[config.mk]
export PLATFORM = sky130hd
export DESIGN_NAME = gbs_kernel
export DESIGN_NICKNAME = d
export VERILOG_FILES = /design/src/rtl/gbs_pkg.sv /design/src/rtl/gbs_kernel.sv
export SDC_FILE = /design/constraint.sdc
export NUM_CORES = 1
export LEC_CHECK = 0
export BUFFER_PORTS_ARGS = -buffer_cell sky130_fd_sc_hd__buf_2
export CAP_MARGIN = 0
export CORE_UTILIZATION = 40
export DETAILED_ROUTE_END_ITERATION = 16
export PLACE_DENSITY = 0.68
export SKIP_LAST_GASP = 1
export SYNTH_ARGS = -nofsm -noshare
export SYNTH_HDL_FRONTEND = slang
export SYNTH_SLANG_ARGS = --single-unit
[constraint.sdc]
create_clock -name vclk -period 17.45
set_input_delay 5.235 -clock vclk [all_inputs]
set_output_delay 5.235 -clock vclk [all_outputs]
set_load 0.01 [all_outputs]
[src/rtl/gbs_pkg.sv]
package gbs_pkg;

    localparam int PIX_W      = 8;
    localparam int ROW_W      = 12;
    localparam int COL_W      = 11;
    localparam int WID_W      = 12;
    localparam int HGT_W      = 13;
    localparam int CFG_DATA_W = 13;
    localparam int CFG_IDX_W  = 1;
    localparam int MAX_HEIGHT = 4096;
    localparam int FIFO_DEPTH = 8;
    localparam int FIFO_AW    = $clog2(FIFO_DEPTH);
    localparam int FIFO_CW    = $clog2(FIFO_DEPTH + 1);

    // Configuration register indexes
    localparam logic [CFG_IDX_W-1:0] REG_IMAGE_WIDTH  = 1'b0;
    localparam logic [CFG_IDX_W-1:0] REG_IMAGE_HEIGHT = 1'b1;

    // Window columns: [0..2] oldest column (top, mid, bottom), [3..5] previous column
    typedef logic [5:0][PIX_W-1:0] t_win;

    typedef struct packed {
        logic [ROW_W-1:0] row;
        logic [COL_W-1:0] col;
        logic [PIX_W-1:0] blurred;
        logic [PIX_W-1:0] sharpened;
        logic             last;
    } t_result;

endpackage

[src/rtl/gbs_kernel.sv]
module gbs_kernel
    import gbs_pkg::*;
(
    input  t_win             i_win,
    input  logic [PIX_W-1:0] i_top,
    input  logic [PIX_W-1:0] i_mid,
    input  logic [PIX_W-1:0] i_px,
    output logic [PIX_W-1:0] o_blurred,
    output logic [PIX_W-1:0] o_sharpened
);

    logic [11:0]        gsum;
    logic [10:0]        spos;
    logic [9:0]         sneg;
    logic signed [11:0] sdiff;
    logic               in_range;

    always_comb begin
        gsum = 12'(i_win[0]) + 12'(i_win[2]) + 12'(i_top) + 12'(i_px)
             + ((12'(i_win[3]) + 12'(i_win[1]) + 12'(i_mid) + 12'(i_win[5])) << 1)
             + (12'(i_win[4]) << 2);
        spos = (11'(i_win[4]) << 2) + 11'(i_win[4]);
        sneg = 10'(i_win[3]) + 10'(i_win[5]) + 10'(i_win[1]) + 10'(i_mid);
        sdiff = $signed(12'(spos)) - $signed(12'(sneg));
        in_range = (sdiff >= 12'sd1) && (sdiff <= 12'sd254);
        o_blurred = gsum[11:4];
        o_sharpened = in_range ? sdiff[PIX_W-1:0] : i_win[4];
    end

endmodule

==> reports/metrics.cfg <==
[clock_tree]
hold_buffers = 0
ctsResizeCount = 0
postCtsSetupBuffers = 0

[place]
hpwl_um = 6190
pre_cts_ws_ns = 1.40
io_buffers = 88
gp_congestion = 0.848

[power]
totalPowerFinal_uw = 793
power.leakage_uw = 0.00226
power_density_nw_per_um2 = 202
peakVddDrop_v = 0.000275

[finish]
multi_input_area_um2 = 2800
antennaDiodeCount = 0
drive_gt1_share_pct = 22.1
n_clock_buffer = 0
seqCellArea_um2 = 0
fill_cells = 824
layout.nets = 649
final_common_cell = inv_1
layout_common_cells = 146 x inv_1, 88 x buf_2, 75 x fa_1, 38 x ha_1
syn_to_final_growth_pct = 16.8
seq_cells = 0

[sta]
fin_setup_tns_ns = 0
hold_slack_ns = 10.86
rsz0062_at_grt = false
fmax_mhz = 62.5
fin_ws_ns = 1.45
drv_slew = 0
setup_viol = 0
slew_headroom_pct = 73.8
hold_viol = 0
worstMarginPinSlew_ns = 0.384
period_minus_slack_ns = 16.00
finalCritPeriodShare_pct = 91.7

[die]
initial_core_util_pct = 41.1
pin_count = 88
num_rows = 33
floorplan.core_area_um2 = 8180
die_area_um2 = 8760
die_height_um = 93.6
die_w_um = 93.6

[logic_synthesis]
synth_seq_area_share_pct = 0
ys_warn_count = 0
synthDistinctLibCells = 39
synth_fp_nets = 561
syn_area_um2 = 3360
syn_inst = 376
avgSynthCellArea_um2 = 8.93

[detailed_routing]
drt_iter0_markers = 67
avgRoutedWirePerCell_um = 11.3
drt-pass1-iter-count = 4
drtAntennaViolNets = 0
viasPerCell = 4.57
vias = 2593
drc = 0
routed_wl_um = 6400

[min_path]
whs_endpoint = o_blurred[0]
hold_path_depth = 4
hp-start = i_px[0]
hold_class = input port to output port

[global_routing]
grt_antenna_before_repair = 0
track_usage_pct = 15.7
grt_pass1_vias = 2751
grt_pass1_wl_um = 11200
overflow = 0
grt_max_degree = 10

[setup_path]
path_common_cell = fa_1
cp-end-kind = output port
cp_max_fo = 3
crit_type = input port to output port
start_kind = input port
max_stage_delay_ns = 0.58
cp_slowest_cell = fa_1
required_ns = 12.21
path_cells = buf_2 > inv_1 > fa_1 > fa_1 > inv_1 > ha_1 > a21o_1 > a21oi_1 > o21ai_0 > a21oi_1 > xor2_1 > fa_1 > fa_1 > fa_1 > inv_1 > ha_1 > o21a_1 > o21ai_0 > inv_1 > a21oi_1 > o211a_1 > xor2_1 > buf_2
worst_ep_arrival_time_ns = 10.77

[outcome]
status = complete, no violations

[job]
maxCapViolCount = 0

-- worst max-delay path, delay by kind of cell --
family	cells	cell delay [ns]
adders and majority gates	7	3.15
AOI/OAI and AO/OA	8	1.51
buffers and inverters	6	0.49
xor gates and xnor gates	2	0.36
-- how the worst max path moves through the flow --
stage	startpoint	to	slack, ns	cells after the start
detailed placement	i_win[26]	o_blurred[7]	1.40	23
global route	i_win[26]	o_blurred[7]	1.04	23
floorplan	i_win[10]	o_blurred[7]	2.00	21
CTS	i_win[26]	o_blurred[7]	1.38	23
finish	i_win[26]	o_blurred[7]	1.45	23
global placement	i_win[10]	o_blurred[7]	1.57	23
-- metal layers --
metal	part of all wire, %	GRT usage, %	up-vias
met4	0.48	1.03	0
li1	-	-	1292
met2	49	29.4	82
met5	0	0	-
met1	46	20.9	1215
met3	5.2	0.488	4
-- report_power, final --
group,switching [uW],total [uW],leakage (uW),internal (uW)
combinational,435,793,0.00226,357
sequential,0,0,0,0
clock,0,0,0,0
-- stage by stage --
step                instances  instance area [um^2]  util [%]
global route              567                  3920      47.9
CTS                       567                  3920      47.9
finish                    567                  3920      47.9
floorplan                 376                  3360         -
global placement          567                  3920      47.9
detailed placement        567                  3920      47.9
-- cells by family after synthesis --
| logic type | after synthesis | share of synthesized area (%) |
|---|---|---|
| xor+xnor | 22 | 5.74 |
| buf+inv | 148 | 16.6 |
| mux | 10 | 3.21 |
| fa+ha+maj | 113 | 58.9 |
| compound gates | 49 | 9.95 |
| simple gates | 34 | 5.63 |
-- synth_stat cells (6+ instances only) --
cell type / number / area, um^2
a21oi_1: 11 / 55.1
nor2_1: 8 / 30.0
ha_1: 38 / 475
fa_1: 75 / 1500
inv_1: 146 / 548
a21o_1: 6 / 45.0
xor2_1: 9 / 78.8
mux2_2: 6 / 67.6
o21ai_0: 13 / 65.1
nand2_1: 8 / 30.0
xnor2_1: 13 / 114
-- final cells by class --
cell class	instances	share of cell area, %
Tap cell	105	3.35
Timing Repair Buffer	88	11.2
Multi-Input combinational cell	228	71.4
Inverter	146	14.0
No activity file was read; power rests on OpenSTA's default activity.
