--- src/rtl/gbs_pkg.sv ---
package gbs_pkg;

    localparam int PIX_W      = 8;
    localparam int ROW_W      = 12;
    localparam int COL_W      = 11;
    localparam int WID_W      = 12;
    localparam int HGT_W      = 13;
    localparam int CFG_DATA_W = 13;
    localparam int CFG_IDX_W  = 1;
    localparam int MAX_HEIGHT = 4096;
    localparam int FIFO_DEPTH = 8;
    localparam int FIFO_AW    = $clog2(FIFO_DEPTH);
    localparam int FIFO_CW    = $clog2(FIFO_DEPTH + 1);

    // Configuration register indexes
    localparam logic [CFG_IDX_W-1:0] REG_IMAGE_WIDTH  = 1'b0;
    localparam logic [CFG_IDX_W-1:0] REG_IMAGE_HEIGHT = 1'b1;

    // Window columns: [0..2] oldest column (top, mid, bottom), [3..5] previous column
    typedef logic [5:0][PIX_W-1:0] t_win;

    typedef struct packed {
        logic [ROW_W-1:0] row;
        logic [COL_W-1:0] col;
        logic [PIX_W-1:0] blurred;
        logic [PIX_W-1:0] sharpened;
        logic             last;
    } t_result;

endpackage

--- src/rtl/gbs_out_fifo.sv ---
module gbs_out_fifo
    import gbs_pkg::*;
(
    input  logic               i_clk,
    input  logic               i_rst_n,
    input  logic               i_push_a,
    input  t_result            i_data_a,
    input  logic               i_push_b,
    input  t_result            i_data_b,
    input  logic               i_pop,
    output logic               o_valid,
    output t_result            o_data,
    output logic [FIFO_CW-1:0] o_count
);

    t_result            r_mem [FIFO_DEPTH];
    logic [FIFO_AW-1:0] r_wr_ptr;
    logic [FIFO_AW-1:0] r_rd_ptr;
    logic [FIFO_CW-1:0] r_count;
    logic [FIFO_AW-1:0] n_wr_ptr;
    logic [FIFO_CW-1:0] n_count;
    logic [1:0]         push_cnt;
    logic               pop_ok;

    always_comb begin
        push_cnt = 2'(i_push_a) + 2'(i_push_b);
        pop_ok = i_pop && (r_count != '0);
        n_wr_ptr = r_wr_ptr + FIFO_AW'(push_cnt);
        n_count = r_count + FIFO_CW'(push_cnt) - FIFO_CW'(pop_ok);
    end

    always_ff @(posedge i_clk) begin
        if (i_push_a) begin
            r_mem[r_wr_ptr] <= i_data_a;
        end
        if (i_push_b) begin
            r_mem[r_wr_ptr + FIFO_AW'(1)] <= i_data_b;
        end
    end

    always_ff @(posedge i_clk) begin
        if (!i_rst_n) begin
            r_wr_ptr <= '0;
            r_rd_ptr <= '0;
            r_count  <= '0;
        end else begin
            r_wr_ptr <= n_wr_ptr;
            r_count  <= n_count;
            if (pop_ok) begin
                r_rd_ptr <= r_rd_ptr + FIFO_AW'(1);
            end
        end
    end

    assign o_valid = (r_count != '0);
    assign o_data  = r_mem[r_rd_ptr];
    assign o_count = r_count;

endmodule

--- config.mk ---
export PLATFORM = sky130hd
export DESIGN_NAME = gbs_out_fifo
export DESIGN_NICKNAME = d
export VERILOG_FILES = /design/src/rtl/gbs_pkg.sv /design/src/rtl/gbs_out_fifo.sv
export SDC_FILE = /design/constraint.sdc
export NUM_CORES = 1
export LEC_CHECK = 0
export BUFFER_PORTS_ARGS = -buffer_cell sky130_fd_sc_hd__buf_2
export CAP_MARGIN = 0
export CORE_MARGIN = 1.5
export CORE_UTILIZATION = 60
export CTS_CLUSTER_SIZE = 40
export DETAILED_ROUTE_END_ITERATION = 16
export PLACE_DENSITY_LB_ADDON = 0.25
export REMOVE_ABC_BUFFERS = 1
export SLEW_MARGIN = 20
export SYNTH_ARGS = -nofsm -noshare
export SYNTH_HDL_FRONTEND = slang
export SYNTH_SLANG_ARGS = --single-unit
export TNS_END_PERCENT = 30
--- constraint.sdc ---
create_clock -name i_clk -period 6.2 [get_ports i_clk]
set_input_delay 0.62 -clock i_clk [delete_from_list [all_inputs] [get_ports i_clk]]
set_output_delay 0.62 -clock i_clk [all_outputs]
set_load 0.05 [all_outputs]
==> flow_metrics.tcl <==
set metrics [dict create \
    min-delay-start "i_rst_n" \
    worstSetupPathType "flop to output pin" \
    final.setup_skew_ps 13.00 \
    ys_seq_elements 333 \
    dieArea_um2 28630 \
    ir_worst_vdd_mv 0.2680 \
    io_buffers 129 \
    grt_usage_pct 25.79 \
    yosysSeqAreaShare_pct 59.54 \
    ctsResizeCount 0 \
    initial_core_util_pct 61.33 \
    cp_max_fo 37 \
    regArea_um2 9878 \
    cp-start-kind "flop" \
    crit_arrival_ps 3250 \
    routed_wl_mm 35.87 \
    htreeDepth 2 \
    post-cts-setup-buffers 0 \
    required_ps 5580 \
    remaining_drc_errors 0 \
    finalHoldViolations 0 \
    clockRootBuffer "clkbuf_16" \
    dp_hpwl_mm 20.42 \
    layout_common_cells "mux2_2 (354), edfxtp_1 (320), buf_2 (129), mux4_2 (80), clkbuf_16 (37)" \
    fmax_mhz 258.6 \
    fin_util_pct 69.38 \
    synth.distinct_cells 35 \
    cts.sinks 333 \
    multi_input_area_um2 6515 \
    synth_area_um2 16580 \
    first_pass_iters 5 \
    vias 8928 \
    synth_area_per_cell_um2 18.28 \
    die_w_um 169.2 \
    critPathMaxStageDelay_ps 870 \
    drtAntennaViolNets 0 \
    drive_gt1_share_pct 61.31 \
    yosys_warnings 0 \
    crit_path_cell_trace "buf_4, mux4_2, mux2_2, buf_2" \
    worstSetupEndpointType "output pin" \
    nets 1133 \
    fillerInstances 1785 \
    fin_crit_sh_pct 62.38 \
    core_um2 27030 \
    grt_max_degree 48 \
    yosys_most_used_dff "edfxtp_1" \
    cts_tree "done" \
    postSynthCellCount 907 \
    fp.dieH_um 169.2 \
    leakage_nw 6.227 \
    rows 60 \
    power.density_nw_per_um2 366.4 \
    area_growth_pct 13.12 \
    vias_per_cell 6.377 \
    slew_viol_final 0 \
    critPathTopFamily "buffers and inverters" \
    period_minus_slack_ps 3868 \
    reg2reg_from "r_wr_ptr[0]" \
    rsz0062_at_grt "no" \
    synth_enable_flop_cells 320 \
    hold_path.class "primary input to flop" \
    grt_pass1_vias 9290 \
    routedWlPerCell_um 25.62 \
    maxCapViolations 0 \
    slew_headroom_pct 36.90 \
    clk_pin_slew_ps 60 \
    cp_slowest_cell "dfxtp_4" \
    grt_overflow 0 \
    layout_commonest_cell "mux2_2" \
    grt_pass1_wl_mm 54.96 \
    setup_viol 0 \
    path_buf_inv 2 \
    dp.cells 1339 \
    status "finished, final reports clean" \
    worst_slew_pin_slew_ps 946.5 \
    io_pins 130 \
    clockBufferDepth 3 \
    async_flop_share_pct 0 \
    gp_congestion 0.7397 \
    postCtsHoldBufs 0 \
    cts_buffers 36 \
    antenna_found_initial 8 \
    insertion_delay_ps 510 \
    setup_tns_ps 0 \
    drt_iter0_markers 756 \
    layout.cells.non_filler 1400 \
]
[synthesized netlist by cell type (all sizes together), types with 2 or more instances]
cell | count | share of area (%)
and2 | 6 | 0.23
buf | 41 | 1.4
clkbuf | 17 | 0.38
dfxtp | 13 | 1.6
edfxtp | 320 | 58
fa | 2 | 0.24
ha | 10 | 0.75
inv | 10 | 0.23
mux2 | 360 | 24
mux2i | 4 | 0.24
mux4 | 80 | 11
nand2 | 10 | 0.23
nand2b | 5 | 0.19
nor2 | 4 | 0.091
nor3 | 3 | 0.19
nor3b | 2 | 0.091
o21ai | 3 | 0.091
o22ai | 3 | 0.11
xor2 | 3 | 0.20
[layer usage]
layer | global-route usage [%] | vias up | part of all wire (%) | wire [µm]
li1 | - | 3956 | - | -
met1 | 35.36 | 4651 | 43 | 15390
met2 | 43.64 | 255 | 50 | 17940
met3 | 4.571 | 54 | 5.5 | 1972
met4 | 5.733 | 12 | 1.4 | 486
met5 | 0 | - | 0.22 | 80
[layout make-up]
| class | instances | share of cell area [%] |
|---|---|---|
| diodes | 2 | 0.02669 |
| multi-input cells | 506 | 34.75 |
| clock inverters | 15 | 0.7474 |
| clock buffers | 44 | 5.078 |
| flip-flops and latches | 333 | 52.68 |
| well taps | 341 | 2.275 |
| inverters | 10 | 0.2002 |
| repair buffers | 149 | 4.244 |
[per-stage QoR]
step	hold WS (ps)	setup slack, ps	power, mW	instance area, µm²
finish	477.8	2332	6.870	18750
CTS	465.9	2234	6.921	18750
global placement	480.1	2823	4.872	17650
global route	494.6	2078	7.118	18750
detailed placement	484.1	2776	4.903	17650
floorplan	453.9	1166	4.400	16290
[worst paths after layout]
check,end,slack (ps),cells past startpoint
setup / recovery,o_data[21],2330,4
hold / removal,o_count[3],480,3
setup reg to reg,r_mem[5][31],3020,6
hold reg to reg,flop,490,2
[registers in the layout, indices dropped and copies added (netlist names), named ones only]
name      count
o_count       4
r_wr_ptr      3
r_rd_ptr      3
r_mem       320
[worst reg2reg max path: stages (launching register included)]
cell and delay [ps]:
dfxtp_1 560, ha_1 330, xor2_2 590, nand2_2 80, buf_4 380, o21ai_4 350, buf_4 520
[cell families (layout without fill, tap and decap cells)]
kind of cell    count (synthesis)  after routing  synth area share, %
compound gates                 11             11               0.4227
xor+xnor                        4              4               0.3020
fa+ha+maj                      12             12               0.9964
buf+inv                        68            218                1.970
flops                         333            333                59.54
mux                           444            444                35.57
other cells                     0              2                    0
simple gates                   35             35                1.200
[power breakdown]
part	internal [mW]	total, mW	switching [mW]
Sequential	2.78	2.91	0.128
Clock	1.21	2.02	0.816
Combinational	0.758	1.94	1.18
Note: power is estimated with default switching activity, not from simulation.
